`src/rtl/filament_motion_runout_detector_unit_macros.svh`:
```
// Assertion macros for the filament motion runout detector.
// Expects clk and arst_n in the scope of every use.
`ifndef FILAMENT_MOTION_RUNOUT_DETECTOR_UNIT_MACROS_SVH
`define FILAMENT_MOTION_RUNOUT_DETECTOR_UNIT_MACROS_SVH

// Same-cycle implication, checked out of reset only
`define FMRD_ASSERT_NOW(lbl, ante, cons, msg) \
	lbl: assert property (@(posedge clk) disable iff (!arst_n) (ante) |-> (cons)) \
		else $error(msg);

// Next-cycle implication, checked out of reset only
`define FMRD_ASSERT_NEXT(lbl, ante, cons, msg) \
	lbl: assert property (@(posedge clk) disable iff (!arst_n) (ante) |=> (cons)) \
		else $error(msg);

`endif

```
`src/rtl/fmrd_pkg.sv`:
```
// Shared types and constants of the filament motion runout detector.
// No dependencies; used by the channel interfaces and the top level.
package fmrd_pkg;

	localparam int NUM_EXTRUDERS = 2;
	localparam int CH_W          = 1;
	localparam int ADC_BITS      = 12;
	localparam int CNT_W         = 24;
	localparam int WIN_W         = 23;
	localparam int THR_W         = 12;
	localparam int CFG_IDX_W     = 3;
	localparam int CFG_DATA_W    = 23;

	// item operations
	localparam logic OP_STEP   = 1'b0;
	localparam logic OP_SAMPLE = 1'b1;

	// register indexes
	localparam logic [CFG_IDX_W-1:0] REG_STEP_WINDOW_0   = 3'd0;
	localparam logic [CFG_IDX_W-1:0] REG_STEP_WINDOW_1   = 3'd1;
	localparam logic [CFG_IDX_W-1:0] REG_REVERSE_0       = 3'd2;
	localparam logic [CFG_IDX_W-1:0] REG_REVERSE_1       = 3'd3;
	localparam logic [CFG_IDX_W-1:0] REG_STALL_THRESHOLD = 3'd4;

	// register reset values
	localparam logic [WIN_W-1:0] WINDOW_RESET    = 23'd4096;
	localparam logic [THR_W-1:0] THRESHOLD_RESET = 12'd100;

	// step counter saturation limits
	localparam logic signed [CNT_W-1:0] CNT_MAX = 24'sh7FFFFF;
	localparam logic signed [CNT_W-1:0] CNT_MIN = 24'sh800000;

	typedef struct packed {
		logic                operation;
		logic [CH_W-1:0]     extruder;
		logic                forward;
		logic [ADC_BITS-1:0] adc_sample;
	} item_t;

	typedef struct packed {
		logic [CH_W-1:0] channel;
		logic            window_closed;
		logic            stall_seen;
		logic            runout;
	} result_t;

endpackage

```
`src/rtl/fmrd_intf.sv`:
```
// Valid/ready channel interfaces of the filament motion runout detector.
// Depends on fmrd_pkg for the payload types.
interface fmrd_item_if import fmrd_pkg::*; ();
	logic  valid;
	logic  ready;
	item_t data;
	modport source (output valid, output data, input ready);
	modport sink (input valid, input data, output ready);
endinterface

interface fmrd_result_if import fmrd_pkg::*; ();
	logic    valid;
	logic    ready;
	result_t data;
	modport source (output valid, output data, input ready);
	modport sink (input valid, input data, output ready);
endinterface

interface fmrd_cfg_if import fmrd_pkg::*; ();
	logic                  valid;
	logic                  ready;
	logic [CFG_IDX_W-1:0]  index;
	logic [CFG_DATA_W-1:0] data;
	modport source (output valid, output index, output data, input ready);
	modport sink (input valid, input index, input data, output ready);
endinterface

```
`src/rtl/filament_motion_runout_detector_unit.sv`:
```
// Channel    | Dir  | Payload                                        | Accepted when
// item       | sink | operation, extruder, forward, adc_sample       | valid && ready
// result     | src  | channel, window_closed, stall_seen, runout     | valid && ready
// cfg        | sink | index, data                                    | valid && ready
//
// One item per cycle while item.ready is high: the per-channel state is updated at the
// edge that accepts the item, and its result lands at that same edge in the output
// register, or in a skid register while the output register still holds a result, so
// item.ready drops only while both output slots are full.
// Asynchronous active-low reset clears all channel state, registers to defaults.
// cfg.ready is always high.
//
// Top level of the filament motion runout detector.
// Depends on fmrd_pkg, fmrd_intf.sv and the assertion macro header.
`include "filament_motion_runout_detector_unit_macros.svh"

module filament_motion_runout_detector_unit
	import fmrd_pkg::*;
#(
	parameter int HISTORY_LEN = 8
) (
	input  logic         clk,
	input  logic         arst_n,
	fmrd_item_if.sink    item,
	fmrd_result_if.source result,
	fmrd_cfg_if.sink     cfg
);

	// configuration registers
	logic [WIN_W-1:0] window_q [NUM_EXTRUDERS];
	logic             reverse_q [NUM_EXTRUDERS];
	logic [THR_W-1:0] threshold_q;

	// per-channel state
	logic signed [CNT_W-1:0]    count_q [NUM_EXTRUDERS];
	logic [ADC_BITS-1:0]        ref_q [NUM_EXTRUDERS];
	logic [HISTORY_LEN-1:0]     hist_q [NUM_EXTRUDERS];
	logic                       runout_q [NUM_EXTRUDERS];

	// output register and skid
	result_t result_q, skid_q;
	logic    result_valid_q, skid_valid_q;

	logic push, pop;

	// selected channel values and their next state
	logic [CH_W-1:0]            ch;
	logic signed [CNT_W-1:0]    cnt, cnt_nxt;
	logic [ADC_BITS-1:0]        ref_cur, ref_nxt;
	logic [HISTORY_LEN-1:0]     hist_nxt;
	logic [HISTORY_LEN:0]       hist_ext;
	logic                       runout_nxt;
	logic signed [CNT_W:0]      cnt_x, win_x, neg_win_x;
	logic signed [ADC_BITS:0]   diff, diff_adj, thr_x;
	logic                       reached, stall, closed;
	result_t                    res_new;

	assign push         = item.valid && item.ready;
	assign pop          = result_valid_q && result.ready;
	assign item.ready   = !skid_valid_q;
	assign cfg.ready    = 1'b1;
	assign result.valid = result_valid_q;
	assign result.data  = result_q;

	// work out the effect of one request on its channel
	always_comb begin
		ch        = item.data.extruder;
		cnt       = count_q[ch];
		ref_cur   = ref_q[ch];
		cnt_x     = {cnt[CNT_W-1], cnt};
		win_x     = $signed({2'b00, window_q[ch]});
		neg_win_x = -win_x;
		reached   = (cnt_x >= win_x) || (cnt_x <= neg_win_x);
		diff      = $signed({1'b0, item.data.adc_sample}) - $signed({1'b0, ref_cur});
		diff_adj  = (reverse_q[ch] ^ cnt[CNT_W-1]) ? -diff : diff;
		thr_x     = $signed({1'b0, threshold_q});
		stall     = 1'b0;
		closed    = 1'b0;
		cnt_nxt   = cnt;
		ref_nxt   = ref_cur;
		hist_nxt  = hist_q[ch];
		runout_nxt = runout_q[ch];
		hist_ext  = '0;
		if (item.data.operation == OP_STEP) begin
			if (item.data.forward) begin
				if (cnt != CNT_MAX) cnt_nxt = cnt + 24'sd1;
			end else begin
				if (cnt != CNT_MIN) cnt_nxt = cnt - 24'sd1;
			end
		end else if (ref_cur == '0) begin
			cnt_nxt = '0;
			ref_nxt = item.data.adc_sample;
		end else if (reached) begin
			stall    = (diff_adj >= 0) && (diff_adj < thr_x);
			hist_ext = {hist_q[ch], stall};
			hist_nxt = hist_ext[HISTORY_LEN-1:0];
			if (&hist_nxt) runout_nxt = 1'b1;
			else if (hist_nxt == '0) runout_nxt = 1'b0;
			closed  = 1'b1;
			cnt_nxt = '0;
			ref_nxt = item.data.adc_sample;
		end
		res_new.channel       = ch;
		res_new.window_closed = closed;
		res_new.stall_seen    = stall;
		res_new.runout        = runout_nxt;
	end

	// write configuration registers
	always_ff @(posedge clk or negedge arst_n) begin
		if (!arst_n) begin
			window_q[0]  <= WINDOW_RESET;
			window_q[1]  <= WINDOW_RESET;
			reverse_q[0] <= 1'b0;
			reverse_q[1] <= 1'b0;
			threshold_q  <= THRESHOLD_RESET;
		end else if (cfg.valid) begin
			case (cfg.index)
				REG_STEP_WINDOW_0:   window_q[0]  <= cfg.data[WIN_W-1:0];
				REG_STEP_WINDOW_1:   window_q[1]  <= cfg.data[WIN_W-1:0];
				REG_REVERSE_0:       reverse_q[0] <= cfg.data[0];
				REG_REVERSE_1:       reverse_q[1] <= cfg.data[0];
				REG_STALL_THRESHOLD: threshold_q  <= cfg.data[THR_W-1:0];
				default: ;
			endcase
		end
	end

	// update channel state on each accepted request
	always_ff @(posedge clk or negedge arst_n) begin
		if (!arst_n) begin
			for (int i = 0; i < NUM_EXTRUDERS; i++) begin
				count_q[i]  <= '0;
				ref_q[i]    <= '0;
				hist_q[i]   <= '0;
				runout_q[i] <= 1'b0;
			end
		end else if (push) begin
			count_q[ch]  <= cnt_nxt;
			ref_q[ch]    <= ref_nxt;
			hist_q[ch]   <= hist_nxt;
			runout_q[ch] <= runout_nxt;
		end
	end

	// output and skid occupancy
	always_ff @(posedge clk or negedge arst_n) begin
		if (!arst_n) begin
			result_valid_q <= 1'b0;
			skid_valid_q   <= 1'b0;
		end else begin
			if (pop) begin
				if (skid_valid_q) begin
					skid_valid_q <= 1'b0;
				end else if (!push) begin
					result_valid_q <= 1'b0;
				end
			end else if (push) begin
				if (result_valid_q) skid_valid_q <= 1'b1;
				else result_valid_q <= 1'b1;
			end
		end
	end

	// output and skid payload
	always_ff @(posedge clk) begin
		if (pop && skid_valid_q) begin
			result_q <= skid_q;
		end else if (push && (!result_valid_q || pop)) begin
			result_q <= res_new;
		end
		if (push && result_valid_q && !pop) begin
			skid_q <= res_new;
		end
	end

	`FMRD_ASSERT_NOW(a_skid_behind_out, skid_valid_q, result_valid_q, "skid full with output empty")
	`FMRD_ASSERT_NEXT(a_stalled_push_skids, push && result_valid_q && !result.ready, skid_valid_q, "stalled result not held in skid")
	`FMRD_ASSERT_NOW(a_step_no_window, push && item.data.operation == OP_STEP, !res_new.window_closed, "step request closed a window")
	`FMRD_ASSERT_NOW(a_stall_needs_window, res_new.stall_seen, res_new.window_closed, "stall without closed window")

endmodule

```
`src/flat_wrapper.sv`:
```
// flat-port wrapper written by rule: the top's interface ports become plain ports
module filament_motion_runout_detector_unit_flat import fmrd_pkg::*;
#(
	parameter int HISTORY_LEN = 8
)
  (clk, arst_n, item_valid, item_data, item_ready, result_valid, result_data, result_ready, cfg_valid, cfg_index, cfg_data, cfg_ready);
  fmrd_item_if item_i ();
  fmrd_result_if result_i ();
  fmrd_cfg_if cfg_i ();
  input  logic clk;
  input  logic arst_n;
  input wire logic [$bits(item_i.valid)-1:0] item_valid;
  input wire logic [$bits(item_i.data)-1:0] item_data;
  output wire logic [$bits(item_i.ready)-1:0] item_ready;
  output wire logic [$bits(result_i.valid)-1:0] result_valid;
  output wire logic [$bits(result_i.data)-1:0] result_data;
  input wire logic [$bits(result_i.ready)-1:0] result_ready;
  input wire logic [$bits(cfg_i.valid)-1:0] cfg_valid;
  input wire logic [$bits(cfg_i.index)-1:0] cfg_index;
  input wire logic [$bits(cfg_i.data)-1:0] cfg_data;
  output wire logic [$bits(cfg_i.ready)-1:0] cfg_ready;
  assign item_i.valid = item_valid;
  assign item_i.data = item_data;
  assign item_ready = item_i.ready;
  assign result_valid = result_i.valid;
  assign result_data = result_i.data;
  assign result_i.ready = result_ready;
  assign cfg_i.valid = cfg_valid;
  assign cfg_i.index = cfg_index;
  assign cfg_i.data = cfg_data;
  assign cfg_ready = cfg_i.ready;
  filament_motion_runout_detector_unit #(.HISTORY_LEN(HISTORY_LEN)) u_core (.clk(clk), .arst_n(arst_n), .item(item_i), .result(result_i), .cfg(cfg_i));
endmodule
```
`config.mk`:
```
export PLATFORM = sky130hd
export DESIGN_NAME = filament_motion_runout_detector_unit_flat
export DESIGN_NICKNAME = d
export VERILOG_FILES = /design/src/rtl/fmrd_pkg.sv /design/src/rtl/fmrd_intf.sv /design/src/rtl/filament_motion_runout_detector_unit.sv /design/src/flat_wrapper.sv
export VERILOG_INCLUDE_DIRS = /design/src /design/src/rtl
export SDC_FILE = /design/constraint.sdc
export NUM_CORES = 1
export LEC_CHECK = 0
export BUFFER_PORTS_ARGS = -buffer_cell sky130_fd_sc_hd__buf_2
export CAP_MARGIN = 20
export CORE_ASPECT_RATIO = 1.2
export CORE_MARGIN = 4
export CORE_UTILIZATION = 45
export CTS_BUF_LIST = sky130_fd_sc_hd__clkbuf_4
export DETAILED_ROUTE_END_ITERATION = 6
export GPL_TIMING_DRIVEN = 0
export SLEW_MARGIN = 5
export SYNTH_ARGS = -nofsm -noshare
export SYNTH_HDL_FRONTEND = slang
export SYNTH_SLANG_ARGS = --single-unit
```
`constraint.sdc`:
```
create_clock -name clk -period 5.1 [get_ports clk]
set_input_delay 0.255 -clock clk [delete_from_list [all_inputs] [get_ports clk]]
set_output_delay 0.255 -clock clk [all_outputs]
set_load 0.05 [all_outputs]
```
After elaboration in Yosys (flattened, before gate mapping)
Index checks and enable logic that the tools add are counted.

cells by class
  add/subtract/negate cells = 5
  reduce and logical (&&, ||, !) cells = 27
  order comparisons = 6
  eq/ne operators = 8
  muxes and demuxes = 63
  bitwise operators = 2

operator list
  kind                                                                count
  two-way mux 24 bit                                                  10
  two-way mux 12 bit                                                  7
  two-way mux 23 bit                                                  3
  two-way mux 8 bit                                                   7
  bitwise mux 48 bit                                                  1
  != test 24 bit, second input constant                               2
  less-or-equal comparator 24 x 25 -> 1 bit                           1
  two-way mux 1 bit                                                   25
  negator 23 -> 25 bit                                                1
  adder 24 x 2 -> 24 bit, second input constant                       1
  bitwise mux 24 bit                                                  1
  demux 24 bit (select 1 bit)                                         1
  greater-or-equal comparator 24 bit                                  1
  subtractor 24 x 2 -> 24 bit, second input constant                  1
  bitwise mux 16 bit                                                  1
  greater-or-equal comparator 13 x 1 -> 1 bit, second input constant  1
  less-than comparator 13 bit                                         1
  two-way mux 13 bit                                                  1
  negator 13 bit                                                      1
  subtractor 12 x 12 -> 13 bit                                        1
  demux 12 bit (select 1 bit)                                         1
  logical NOT 12 bit                                                  1
  AND reduction 2 bit                                                 6
  demux 8 bit (select 1 bit)                                          1
  19 further kinds                                                    34

word-level totals
  register bits = 160
  output and inout port bits = 7

Logic depth before layout (Yosys ltp)
Gate-level depths: netlist of run 1.

  depth after elaboration = 17
  depth in mapped cells = 30
  depth with buffers taken out = 19

Worst setup path before layout of run 1
No wires, ideal clock.

  path type = in2reg
  start point = in item_data[13]
  end point = reg u_core.ref_q[0] (netlist name)
  setup time = 125 ps
  data required time = 4975 ps
  path buffers = 11
  stages on the path = 27
  data arrival time = 6456 ps
  path slack = -1481 ps
  cell sequence = buf_6 buf_2 buf_2 buf_2 buf_2 buf_2 buf_2 buf_2 buf_2 mux2i_1 ha_1 o21ai_0 or2_2 nor3_1 and3_1 clkbuf_1 nand2_1 xor2_1 ha_1 a21o_1 a21o_1 a211oi_1 nor4bb_1 o41ai_2 nor2_1 clkbuf_1 mux2_2

on the way
  word-level cells in the longest chain between the ends = 11

RTL lines
  element                                                 RTL line                                     text
  start: declaration                                      flat_wrapper.sv:13                           input wire logic [$bits(item_i.data)-1:0] item_data;
  NOT 1 -> 2 bit (implied by the code) (*)                --
  two-way mux 23 bit (implied by the code) (3 in series)  filament_motion_runout_detector_unit.sv:71   win_x = $signed({2'b00, window_q[ch]});
  negator 23 -> 25 bit                                    filament_motion_runout_detector_unit.sv:72   neg_win_x = -win_x;
  less-or-equal comparator 24 x 25 -> 1 bit               filament_motion_runout_detector_unit.sv:73   reached = (cnt_x >= win_x) || (cnt_x <= neg_win_x);
  logical OR 1 bit                                        filament_motion_runout_detector_unit.sv:73
  two-way mux 12 bit                                      filament_motion_runout_detector_unit.sv:93   end else if (reached) begin
  two-way mux 12 bit                                      filament_motion_runout_detector_unit.sv:90   end else if (ref_cur == '0) begin
  two-way mux 12 bit                                      filament_motion_runout_detector_unit.sv:84   if (item.data.operation == OP_STEP) begin
  bitwise mux 24 bit (*)                                  filament_motion_runout_detector_unit.sv:140  ref_q[ch] <= ref_nxt;
  end signal: indexed assignment                          filament_motion_runout_detector_unit.sv:140
  end: declaration                                        filament_motion_runout_detector_unit.sv:36   logic [ADC_BITS-1:0] ref_q [NUM_EXTRUDERS];

Every way passes the cells marked *; elsewhere a longest branch is shown, timed or not. The select of a mux whose other input is x is not followed.
A chain may end at the register's enable or synchronous reset.

Final worst setup path of run 1
  start point = in item_data[13]
  end point = reg u_core.result_q, in the netlist u_core.result.data[0], data pin

on the way
  word-level cells in the longest chain between the ends = 17

RTL lines
  element                                                                                     RTL line                                     text
  NOT 1 -> 2 bit (implied by the code) (*)                                                    --
  two-way mux 12 bit (implied by the code) (3 in series)                                      filament_motion_runout_detector_unit.sv:69   ref_cur = ref_q[ch];
  subtractor 12 x 12 -> 13 bit                                                                filament_motion_runout_detector_unit.sv:74   diff = $signed({1'b0, item.data.adc_sample}) - $signed({1'b0, ref_cur});
  negator 13 bit                                                                              filament_motion_runout_detector_unit.sv:75   diff_adj = (reverse_q[ch] ^ cnt[CNT_W-1]) ? -diff : diff;
  two-way mux 13 bit                                                                          filament_motion_runout_detector_unit.sv:75
  greater-or-equal comparator 13 x 1 -> 1 bit or less-than comparator 13 bit (tied branches)  filament_motion_runout_detector_unit.sv:94   stall = (diff_adj >= 0) && (diff_adj < thr_x);
  logical AND 1 bit                                                                           filament_motion_runout_detector_unit.sv:94
  logical NOT 8 bit                                                                           filament_motion_runout_detector_unit.sv:98   else if (hist_nxt == '0) runout_nxt = 1'b0;
  two-way mux 1 bit                                                                           filament_motion_runout_detector_unit.sv:98
  two-way mux 1 bit                                                                           filament_motion_runout_detector_unit.sv:97   if (&hist_nxt) runout_nxt = 1'b1;
  two-way mux 1 bit                                                                           filament_motion_runout_detector_unit.sv:93
  two-way mux 1 bit                                                                           filament_motion_runout_detector_unit.sv:90
  two-way mux 1 bit (*)                                                                       filament_motion_runout_detector_unit.sv:84
  two-way mux 4 bit (*)                                                                       filament_motion_runout_detector_unit.sv:169  end else if (push && (!result_valid_q || pop)) begin
  two-way mux 4 bit (*)                                                                       filament_motion_runout_detector_unit.sv:167  if (pop && skid_valid_q) begin
  end signal: assignment                                                                      filament_motion_runout_detector_unit.sv:168  result_q <= skid_q;
  end signal: assignment                                                                      filament_motion_runout_detector_unit.sv:170  result_q <= res_new;
  end: declaration                                                                            filament_motion_runout_detector_unit.sv:41   result_t result_q, skid_q;

Marked as above.

==> results.py, run 1 <==
metrics = {
    "routing": {
        "dr.pass1.iters": 6,
        "postRouteAntennaNets": 0,
        "vias": 9643,
        "wire_per_inst_um": 20.40,
        "drt_wl_total_um": 33140,
        "vias_per_cell": 5.938,
        "drc_errors": 0,
        "first_iter_violations": 621,
    },
    "layout": {
        "final-seq-area_um2": 4000,
        "synthToLayoutAreaGrowth_pct": 16.33,
        "drive_gt1_frac": 0.2018,
        "nets": 1412,
        "fillers": 2258,
        "multiInputGateArea_um2": 6858,
        "fin_cells": 1624,
        "fin_area_um2": 12870,
    },
    "placement": {
        "placed_area_um2": 11940,
        "hpwl_um": 24820,
        "port_buffers": 50,
        "globalplace.congestion": 0.9481,
        "dp.cells": 1544,
    },
    "worst_setup_path": {
        "cp.arrival_ns": 5.20,
        "start_kind": "input pin",
        "critical_path_required_ns": 5.44,
        "endpoint_kind": "flop",
        "reg2reg_slack_ns": 0.48,
        "critPathKind": "input pin to flop",
        "path_max_fanout": 19,
    },
    "yosys": {
        "synth_nets": 1295,
        "synth_ff_type": "dfrtp_1",
        "yosysWarningCount": 0,
        "synth_area_leaders": "dfrtp_1 (33%), mux2_2 (10%), ha_1 (8.5%), mux2i_1 (4.7%), a21oi_1 (3.5%)",
        "syn_area_per_cell_um2": 9.431,
        "synthArstFlopShare": 0.9494,
        "yosysTopAreaCellShare": 0.3280,
        "ys_ff_latch": 158,
        "ys_seq_area_frac": 0.3616,
        "netlist_area_um2": 11060,
        "yosysTopAreaCell": "dfrtp_1",
        "synth-edff-count": 8,
        "syn_inst": 1173,
        "synth.distinct_cells": 78,
    },
    "clock_network": {
        "clk_pin_slew_worst_paths_ns": 0.15,
        "cts_max_level": 4,
        "cts_buffers": 17,
        "clk_path_buf_depth": 2,
        "clock-sinks": 158,
        "insertion_delay_ns": 0.59,
        "cts_tree": "done",
        "cts_root_buf": "clkbuf_4",
    },
    "outcome": {
        "outcome": "complete, no violations",
    },
    "die": {
        "ios": 53,
        "die_w_um": 151.1,
        "fp.dieH_um": 179.8,
        "rows": 62,
        "core_um2": 24050,
        "initial_utilization": 0.4600,
        "floorplan.die_area_um2": 27170,
    },
    "grt": {
        "grt_max_degree": 80,
        "grt_pass1_vias": 9609,
        "antenna_found_initial": 1,
        "grt_pass1_wl_um": 52560,
        "grt_remaining_overflow": 0,
        "grt_usage": 0.2465,
    },
    "timing": {
        "finalHoldViolations": 0,
        "slew_violations": 0,
        "finalSetupViolCount": 0,
        "rsz0062_at_grt": "no",
        "holdWs_ns": 0.02910,
        "fin_crit_ns": 4.857,
        "final.setup.tns_ns": 0,
        "slew_headroom": 0.3635,
        "fin_skew_ns": 0.02750,
        "max_slew.worst_pin.slew_ns": 0.9282,
        "max_freq_mhz": 205.9,
        "timing.final.crit_share": 0.9523,
    },
    "pwr": {
        "power.static_leakage_nw": 5.505,
        "power.density_nw_per_um2": 485.7,
        "ir_worst_vdd_v": 0.0002867,
    },
    "worst_hold_path": {
        "min_path_type": "input pin to flop",
    },
    "flow_run": {
        "drv_cap": 0,
    },
}
sequential cells by signal, indices dropped and copies added, names as in the netlist:
| signal | count |
|---|---|
| u_core.window_q | 46 |
| u_core.ref_q | 24 |
| u_core.result.valid | 1 |
| u_core.reverse_q | 2 |
| u_core.skid_q | 4 |
| u_core.runout_q | 2 |
| u_core.skid_valid_q | 1 |
| u_core.hist_q | 14 |
| u_core.threshold_q | 12 |
| u_core.count_q | 48 |
| u_core.result.data | 4 |
placed cells by master (no fill, tap or decap), drive strengths merged, types with 18 or more instances in the layout:
cell type,synthesis,layout
a21oi,78,78
buf,17,72
clkbuf,33,54
dfrtp,145,145
dlygate4sd3,0,41
ha,75,75
inv,47,53
mux2,99,99
mux2i,52,52
nand2,92,92
nand3,31,31
nand4,20,20
nor2,62,62
nor3,34,34
nor4,23,23
o21ai,76,76
xnor2,21,21
xor2,18,18
synthesized netlist by cell type (10+ instances only):
| master | instances |
|---|---|
| nor2_1 | 62 |
| xor2_1 | 18 |
| mux2_2 | 99 |
| and3_1 | 10 |
| nor3b_1 | 12 |
| ha_1 | 75 |
| dfrtp_1 | 145 |
| clkbuf_1 | 33 |
| a21o_1 | 17 |
| mux2i_1 | 52 |
| nand2_1 | 92 |
| nand4_1 | 20 |
| buf_2 | 11 |
| inv_1 | 44 |
| nor4_1 | 22 |
| and2_1 | 15 |
| xnor2_1 | 21 |
| nand3_1 | 31 |
| nand2b_1 | 14 |
| a21oi_1 | 78 |
| o21a_1 | 10 |
| o21ai_0 | 76 |
| nor3_1 | 34 |
| a211oi_1 | 12 |
report_power, final:
part           total [W]  leakage [nW]  switching (W)  internal [W]
logic            0.00341          3.41        0.00199       0.00143
clock network   0.000843         0.157       0.000529      0.000315
registers        0.00199          1.94       0.000324       0.00167
total            0.00625          5.50        0.00284       0.00341
routing by layer:
| layer | wire length, um | global-route usage |
|---|---|---|
| met1 | 13990 | 0.3104 |
| met4 | 855 | 0.08091 |
| met3 | 1098 | 0.02922 |
| met2 | 17190 | 0.4348 |
| met5 | 0 | 0 |
layout make-up:
| type | instances | share of cell area |
|---|---|---|
| Inverter | 48 | 0.01400 |
| Clock inverter | 13 | 0.01196 |
| Buffer | 44 | 0.02557 |
| Multi-Input combinational cell | 917 | 0.5329 |
| Antenna cell | 1 | 0.0001944 |
| Sequential cell | 158 | 0.3108 |
| Tap cell | 320 | 0.03111 |
| Timing Repair Buffer | 104 | 0.06242 |
| Clock buffer | 19 | 0.01108 |
worst max-delay path, stage by stage:
cell and delay (ns):
buf_2 0.10, buf_6 0.19, buf_16 0.21, buf_12 0.18, buf_16 0.13, buf_8 0.16
mux2i_2 0.27, ha_2 0.23, o21ai_0 0.15, or2_4 0.31, nor3_2 0.16, and3_1 0.18
clkbuf_4 0.19, nand2_1 0.08, xor2_1 0.14, ha_1 0.30, a21o_1 0.19, a21o_1 0.20
a211oi_4 0.31, nand4bb_1 0.22, a311oi_1 0.73, o31a_1 0.20, o31ai_1 0.08
timing repair:
| action | in CTS | in global routing |
|---|---|---|
| endpoints found under the hold margin | 156 | 0 |
| setup buffers | 10 | 0 |
| gates resized for setup | 28 | 9 |
| cloned | 0 | 1 |
| pin swaps | 7 | 0 |
| endpoints found under the setup margin | 94 | 86 |
| hold buffers | 41 | 0 |
stage by stage:
stage | worst slack (ns) | total power (W) | util
6_report | 0.2432 | 0.006251 | 0.5352
5_1_grt | 0.02812 | 0.006755 | 0.5352
4_1_cts | 0.04600 | 0.006233 | 0.5334
3_5_place_dp | -1.763 | 0.005244 | 0.4965
3_3_place_gp | -1.776 | 0.005173 | 0.4949
2_1_floorplan | 0.005520 | 0.004362 | -
logic make-up after synthesis:
group,count (synthesis),synth area share
flip-flops,158,0.3616
XOR/XNOR,39,0.03088
multiplexers,151,0.1478
adder cells (fa/ha/maj),76,0.08663
buffers and inverters,98,0.03585
AO/OA/AOI/OAI,283,0.1634
AND/OR/NAND/NOR,367,0.1735
other,1,0.0003390
worst paths after layout:
kind                                     from               endpoint  cells past startpoint
max                             item_data[13]  u_core.result.data[0]                     23
min                              cfg_index[0]  u_core.threshold_q[6]                      4
max reg2reg                   u_core.ref_q[0]  u_core.result.data[0]                     17
min reg2reg                u_core.count_q[38]     u_core.count_q[38]                      2
max in group asynchronous              arst_n      u_core.hist_q[14]                      3
min in group asynchronous              arst_n      u_core.count_q[5]                      2
Note: power is estimated with default switching activity, not from simulation.
==> run 2: changes to the inputs <==
--- a/config.mk
+++ b/config.mk
@@ -6,6 +6,7 @@
 export SDC_FILE = /design/constraint.sdc
 export NUM_CORES = 1
 export LEC_CHECK = 0
+export ABC_AREA = 1
 export BUFFER_PORTS_ARGS = -buffer_cell sky130_fd_sc_hd__buf_2
 export CAP_MARGIN = 20
 export CORE_ASPECT_RATIO = 1.2
==> results.py, run 2 <==
metrics = {
    "worst_setup_path": {
        "r2r_cells": 26,
        "critical-path-top-delay-family": "simple AND/OR/NAND/NOR gates",
        "crit_path_max_incr_delay_ns": 0.50,
        "crit_path_top_delay_cell": "mux2i_1",
        "critPathKind": "input pin to flop",
        "start_kind": "input pin",
        "cp.arrival_ns": 5.24,
        "path_max_fanout": 10,
        "critical_path_required_ns": 5.59,
        "endpoint_kind": "flop",
        "cp_num_cells": 33,
        "path_common_cell": "nand2_1",
        "crit_buf_inv": 8,
    },
    "clock_network": {
        "clk_pin_slew_worst_paths_ns": 0.15,
        "clock-sinks": 158,
        "insertion_delay_ns": 0.62,
        "cts_root_buf": "clkbuf_4",
        "cts_buffers": 17,
        "cts_max_level": 4,
        "clk_path_buf_depth": 2,
        "cts_tree": "done",
        "post_cts_buffers": 0,
    },
    "layout": {
        "final_common_cell": "nand2_1",
        "nets": 1956,
        "drive_gt1_frac": 0.09854,
        "top_regs": "u_core.count_q x48, u_core.window_q x46, u_core.ref_q x24",
        "fin_cells": 2184,
        "final-seq-area_um2": 4000,
        "multiInputGateArea_um2": 6892,
        "fin_area_um2": 13350,
        "utilization": 0.5096,
        "largest_reg_flops": 48,
        "largest_register": "u_core.count_q",
        "synthToLayoutAreaGrowth_pct": 11.86,
        "layout_common_cells": "nand2_1 (547), inv_1 (187), o21ai_0 (157)",
        "fillers": 2704,
    },
    "grt": {
        "grt_max_degree": 110,
        "grt_pass1_wl_um": 57890,
        "grt_pass1_vias": 11057,
        "antenna_found_initial": 1,
        "grt_remaining_overflow": 0,
        "grt_usage": 0.2492,
    },
    "timing": {
        "rsz0062_at_grt": "no",
        "slew_violations": 0,
        "finalSetupViolCount": 0,
        "timing.final.crit_share": 0.9332,
        "fin_crit_ns": 4.759,
        "max_slew.worst_pin.slew_ns": 1.090,
        "max_freq_mhz": 210.1,
        "slew_headroom": 0.2656,
        "fin_ws_ns": 0.3405,
        "finalHoldViolations": 0,
        "fin_skew_ns": 0.03770,
    },
    "yosys": {
        "yosysTopAreaCellShare": 0.3041,
        "synth_common_cells": "nand2_1 (547), inv_1 (187), o21ai_0 (157)",
        "synth_ff_type": "dfrtp_1",
        "yosys.cell_count.top_type": "nand2_1",
        "synth-edff-count": 8,
        "synth_area_leaders": "dfrtp_1 (30%), nand2_1 (17%), ha_1 (7.9%), o21ai_0 (6.6%), inv_1 (5.9%)",
        "syn_area_per_cell_um2": 6.916,
        "synth.distinct_cells": 50,
        "netlist_area_um2": 11930,
        "synth_nets": 1847,
        "yosysWarningCount": 0,
        "ys_seq_area_frac": 0.3353,
        "yosysTopAreaCell": "dfrtp_1",
        "syn_inst": 1725,
        "synthArstFlopShare": 0.9494,
        "ys_ff_latch": 158,
    },
    "worst_hold_path": {
        "min_path_type": "input pin to flop",
        "holdPathStages": 3,
    },
    "routing": {
        "drc_errors": 0,
        "vias": 11538,
        "first_iter_violations": 734,
        "drt_wl_total_um": 36370,
        "dr.pass1.iters": 6,
        "vias_per_cell": 5.283,
        "wire_per_inst_um": 16.65,
        "postRouteAntennaNets": 0,
    },
    "placement": {
        "place_ws_ns": -0.3851,
        "globalplace.congestion": 1.033,
        "hpwl_um": 28090,
        "placed_area_um2": 12640,
        "dp.cells": 2112,
        "port_buffers": 51,
    },
    "pwr": {
        "power_w": 0.006575,
        "ir_worst_vdd_v": 0.0002590,
        "power.static_leakage_nw": 6.787,
        "power.density_nw_per_um2": 492.7,
    },
    "die": {
        "floorplan.die_area_um2": 29190,
        "core_um2": 26190,
        "rows": 65,
        "die_w_um": 156.6,
        "ios": 53,
        "initial_utilization": 0.4556,
        "fp.dieH_um": 186.4,
    },
    "flow_run": {
        "drv_cap": 0,
    },
    "outcome": {
        "outcome": "complete, no violations",
    },
}
run 2: cell count changes after synthesis, moves of 16 or more:
cell | before | now
xnor2_1 | 21 | 4
o21ai_1 | 0 | 77
nand3_1 | 31 | 97
a21o_1 | 17 | 0
xor2_1 | 18 | 64
a21oi_1 | 78 | 38
nand2_1 | 92 | 547
nor4_1 | 22 | 3
nor2_1 | 62 | 114
mux2i_1 | 52 | 8
mux2_2 | 99 | 0
or2_2 | 4 | 20
inv_1 | 44 | 187
o21ai_0 | 76 | 157
run 2: kinds of logic after synthesis:
| kind of cell | Yosys count | synth area share |
|---|---|---|
| other | 1 | 0.0003143 |
| xor gates and xnor gates | 68 | 0.04992 |
| and+or+nand+nor | 863 | 0.3080 |
| DFF | 158 | 0.3353 |
| buffers and inverters | 255 | 0.08736 |
| adders and majority gates | 76 | 0.08034 |
| AOI/OAI and AO/OA | 294 | 0.1297 |
| muxes | 10 | 0.009020 |
run 2: metal layers:
layer	share of wire	vias to the layer above	GRT usage
met3	0.043	58	0.03039
met1	0.43	5375	0.3186
met5	0	-	0
met4	0.029	0	0.09048
li1	-	5796	-
met2	0.50	309	0.4304
run 2: worst paths after layout:
kind	startpoint	end	slack, ns
setup / recovery	item_data[13]	u_core.result.data[0]	0.34
hold / removal	item_data[0]	u_core.ref_q[12]	0.03
hold reg to reg	u_core.window_q[6]	u_core.window_q[6]	0.50
setup reg to reg	u_core.window_q[0]	u_core.ref_q[13]	0.43
max in group asynchronous	arst_n	u_core.window_q[7]	4.12
min in group asynchronous	arst_n	u_core.count_q[12]	0.10
run 2: where the power goes:
part | total [W] | switching [W] | internal, W
Combinational | 0.00382 | 0.00255 | 0.00127
Sequential | 0.00189 | 0.000201 | 0.00169
Clock | 0.000866 | 0.000547 | 0.000319
Total | 0.00658 | 0.00330 | 0.00328
run 2: area by class of cell:
| type | instances | share of cell area |
|---|---|---|
| Antenna cell | 2 | 0.0003750 |
| Clock buffer | 18 | 0.01013 |
| Buffer | 60 | 0.02344 |
| Timing Repair Buffer | 90 | 0.05044 |
| Clock inverter | 14 | 0.01322 |
| Inverter | 195 | 0.05485 |
| Tap cell | 335 | 0.03141 |
| Sequential cell | 158 | 0.2997 |
| Multi-Input combinational cell | 1312 | 0.5164 |
run 2: what timing repair did:
action	CTS	global route
hold buffers	38	0
setup endpoints to repair	0	33
gates resized for setup	0	5
hold endpoints to repair	209	0
run 2: stage by stage:
step	hold slack (ns)	setup TNS (ns)
finish	0.03497	0
floorplan	-0.04059	0
global route	0.001704	0
global placement	0.4564	-10.48
CTS	0.0008059	0
detailed placement	0.1709	-14.49
run 2: worst reg2reg max path: cells and delay by family, from the launching register on:
kind                     cells  cell delay, ns
flip-flops                   1            0.40
adder cells (fa/ha/maj)      2            0.52
buffers and inverters        2            0.45
AO/OA/AOI/OAI                8            1.33
AND/OR/NAND/NOR             14            1.87
==> run 3: changes to the inputs <==
==> constraint.sdc (replaced) <==
create_clock -name clk -period 5.1 [get_ports clk]
set_input_delay 0.51 -clock clk [delete_from_list [all_inputs] [get_ports clk]]
set_output_delay 0.51 -clock clk [all_outputs]
set_load 0.05 [all_outputs]
==> results.py, run 3 (synthesis gave the netlist of run 2 again) <==
metrics = {
    "outcome": {
        "outcome": "complete, no violations",
    },
    "placement": {
        "port_buffers": 51,
        "globalplace.congestion": 1.033,
        "hpwl_um": 28090,
        "place_ws_ns": -0.6401,
    },
    "grt": {
        "use_met1": 0.3153,
        "grt_usage": 0.2464,
        "top_usage_layer": "met2",
        "grt_remaining_overflow": 0,
        "grt_pass1_vias": 10884,
        "met3_usage": 0.03108,
        "grt_pass1_wl_um": 57140,
        "grtUsageMet2": 0.4237,
        "grt_max_degree": 110,
        "antenna_found_initial": 1,
    },
    "clock_network": {
        "clk_path_buf_depth": 2,
        "clk_pin_slew_worst_paths_ns": 0.15,
        "cts_buffers": 17,
        "cts_max_level": 4,
        "cts_root_buf": "clkbuf_4",
        "insertion_delay_ns": 0.61,
        "cts_tree": "done",
        "clock-sinks": 158,
    },
    "timing": {
        "finalSetupViolCount": 0,
        "fin_crit_ns": 4.826,
        "fin_skew_ns": 0.03593,
        "finalHoldViolations": 0,
        "max_slew.worst_pin.slew_ns": 1.088,
        "slew_violations": 0,
        "max_freq_mhz": 207.2,
        "slew_headroom": 0.2672,
        "timing.final.crit_share": 0.9462,
        "fin_ws_ns": 0.2744,
        "holdWs_ns": 0.1367,
    },
    "pwr": {
        "power.static_leakage_nw": 6.659,
        "p_clk_frac": 0.130,
        "power.share.sequential": 0.286,
        "power.internal_w": 0.003307,
        "p_comb_frac": 0.583,
        "power.density_nw_per_um2": 507.6,
        "power_w": 0.006613,
        "ir_worst_vdd_v": 0.0002580,
        "sw_frac_of_total": 0.4999,
        "power.switching_w": 0.003306,
    },
    "flow_run": {
        "drv_cap": 0,
    },
    "layout": {
        "largest_register": "u_core.count_q",
        "synthToLayoutAreaGrowth_pct": 9.208,
        "final_common_cell": "nand2_1",
        "layout_common_cells": "nand2_1 (547), inv_1 (187), o21ai_0 (157)",
        "drive_gt1_frac": 0.1047,
        "top_regs": "u_core.count_q x48, u_core.window_q x46, u_core.ref_q x24",
        "nets": 1924,
        "largest_reg_flops": 48,
    },
    "worst_hold_path": {
        "min_path_type": "input pin to flop",
    },
    "routing": {
        "postRouteAntennaNets": 0,
        "vias_per_cell": 5.316,
        "vias": 11441,
        "drt_wl_total_um": 36030,
        "first_iter_violations": 683,
        "dr.pass1.iters": 6,
        "drc_errors": 0,
        "wire_per_inst_um": 16.74,
    },
    "die": {
        "core_um2": 26190,
        "die_w_um": 156.6,
        "fp.dieH_um": 186.4,
        "ios": 53,
        "rows": 65,
        "initial_utilization": 0.4556,
        "floorplan.die_area_um2": 29190,
    },
    "worst_setup_path": {
        "critical_path_required_ns": 5.58,
        "critPathKind": "input pin to flop",
        "endpoint_kind": "flop",
        "start_kind": "input pin",
        "path_max_fanout": 10,
        "cp.arrival_ns": 5.31,
    },
}
-- run 3: changes by cell type in the layout (fill, tap and decap cells not counted), sizes merged --
cell / delta
buf: +5
dlygate4sd3: -37
-- run 3: critical path, cell delays in order --
cell      delay, ns
buf_2          0.13
inv_1          0.06
buf_2          0.21
buf_2          0.25
buf_2          0.26
clkbuf_2       0.29
or2_2          0.33
o21ai_1        0.25
nand4_1        0.25
nor2_4         0.18
nand4_2        0.16
o21ai_1        0.18
nand2_1        0.09
ha_1           0.29
a21oi_1        0.18
o21a_1         0.12
nand2_1        0.05
a21oi_1        0.16
nand2_1        0.07
nand2_1        0.09
nand4_1        0.10
buf_4          0.17
o21ai_2        0.13
buf_2          0.25
buf_6          0.18
nand2_1        0.05
o21ai_1        0.19
o21ai_1        0.09
-- run 3: path summary, 6_finish.rpt --
kind                       slack, ns                start                     to  depth (start not counted)
setup / recovery                0.27        item_data[13]       u_core.ref_q[13]                         28
hold / removal                  0.14         cfg_data[12]    u_core.window_q[35]                          3
setup reg to reg                0.58      u_core.ref_q[1]  u_core.result.data[0]                         28
hold reg to reg                 0.50  u_core.window_q[11]    u_core.window_q[11]                          2
max in group asynchronous       3.86               arst_n     u_core.window_q[7]                          3
min in group asynchronous       0.36               arst_n     u_core.count_q[14]                          2
-- run 3: power groups by stage --
stage               clock [W]  sequential (W)  combinational (W)
floorplan                   0         0.00193            0.00273
global placement            0         0.00191            0.00370
detailed placement          0         0.00192            0.00378
CTS                  0.000883         0.00189            0.00379
global route         0.000934         0.00195            0.00438
finish               0.000861         0.00189            0.00386
-- run 3: per-stage QoR --
step	utilization	area, um^2	TNS [ns]	std cells
floorplan	-	11930	0	1725
global placement	0.4813	12600	-30.57	2111
detailed placement	0.4828	12640	-35.76	2112
CTS	0.4950	12960	0	2145
global route	0.4975	13030	-0.009854	2152
finish	0.4975	13030	0	2152
-- run 3: per-layer routing --
metal	vias to the layer above	share of wire
li1	5733	-
met1	5347	0.43
met2	293	0.49
met3	68	0.038
met4	0	0.032
met5	-	0
-- run 3: final cells by class --
cell class / count / area, um^2
clock buffers: 18 / 135.1
flip-flops and latches: 158 / 4000
multi-input cells: 1312 / 6908
fillers: 2752 / 13160
plain buffers: 60 / 312.8
well taps: 335 / 419.2
diodes: 2 / 5.005
inverters: 195 / 732.0
clock inverters: 14 / 176.4
repair buffers: 58 / 340.3
-- run 3: what timing repair did --
item | in CTS | in global routing
resized for setup | 0 | 9
setup endpoints to repair | 0 | 71
setup buffers | 0 | 5
endpoints found under the hold margin | 39 | 0
hold buffers | 1 | 0
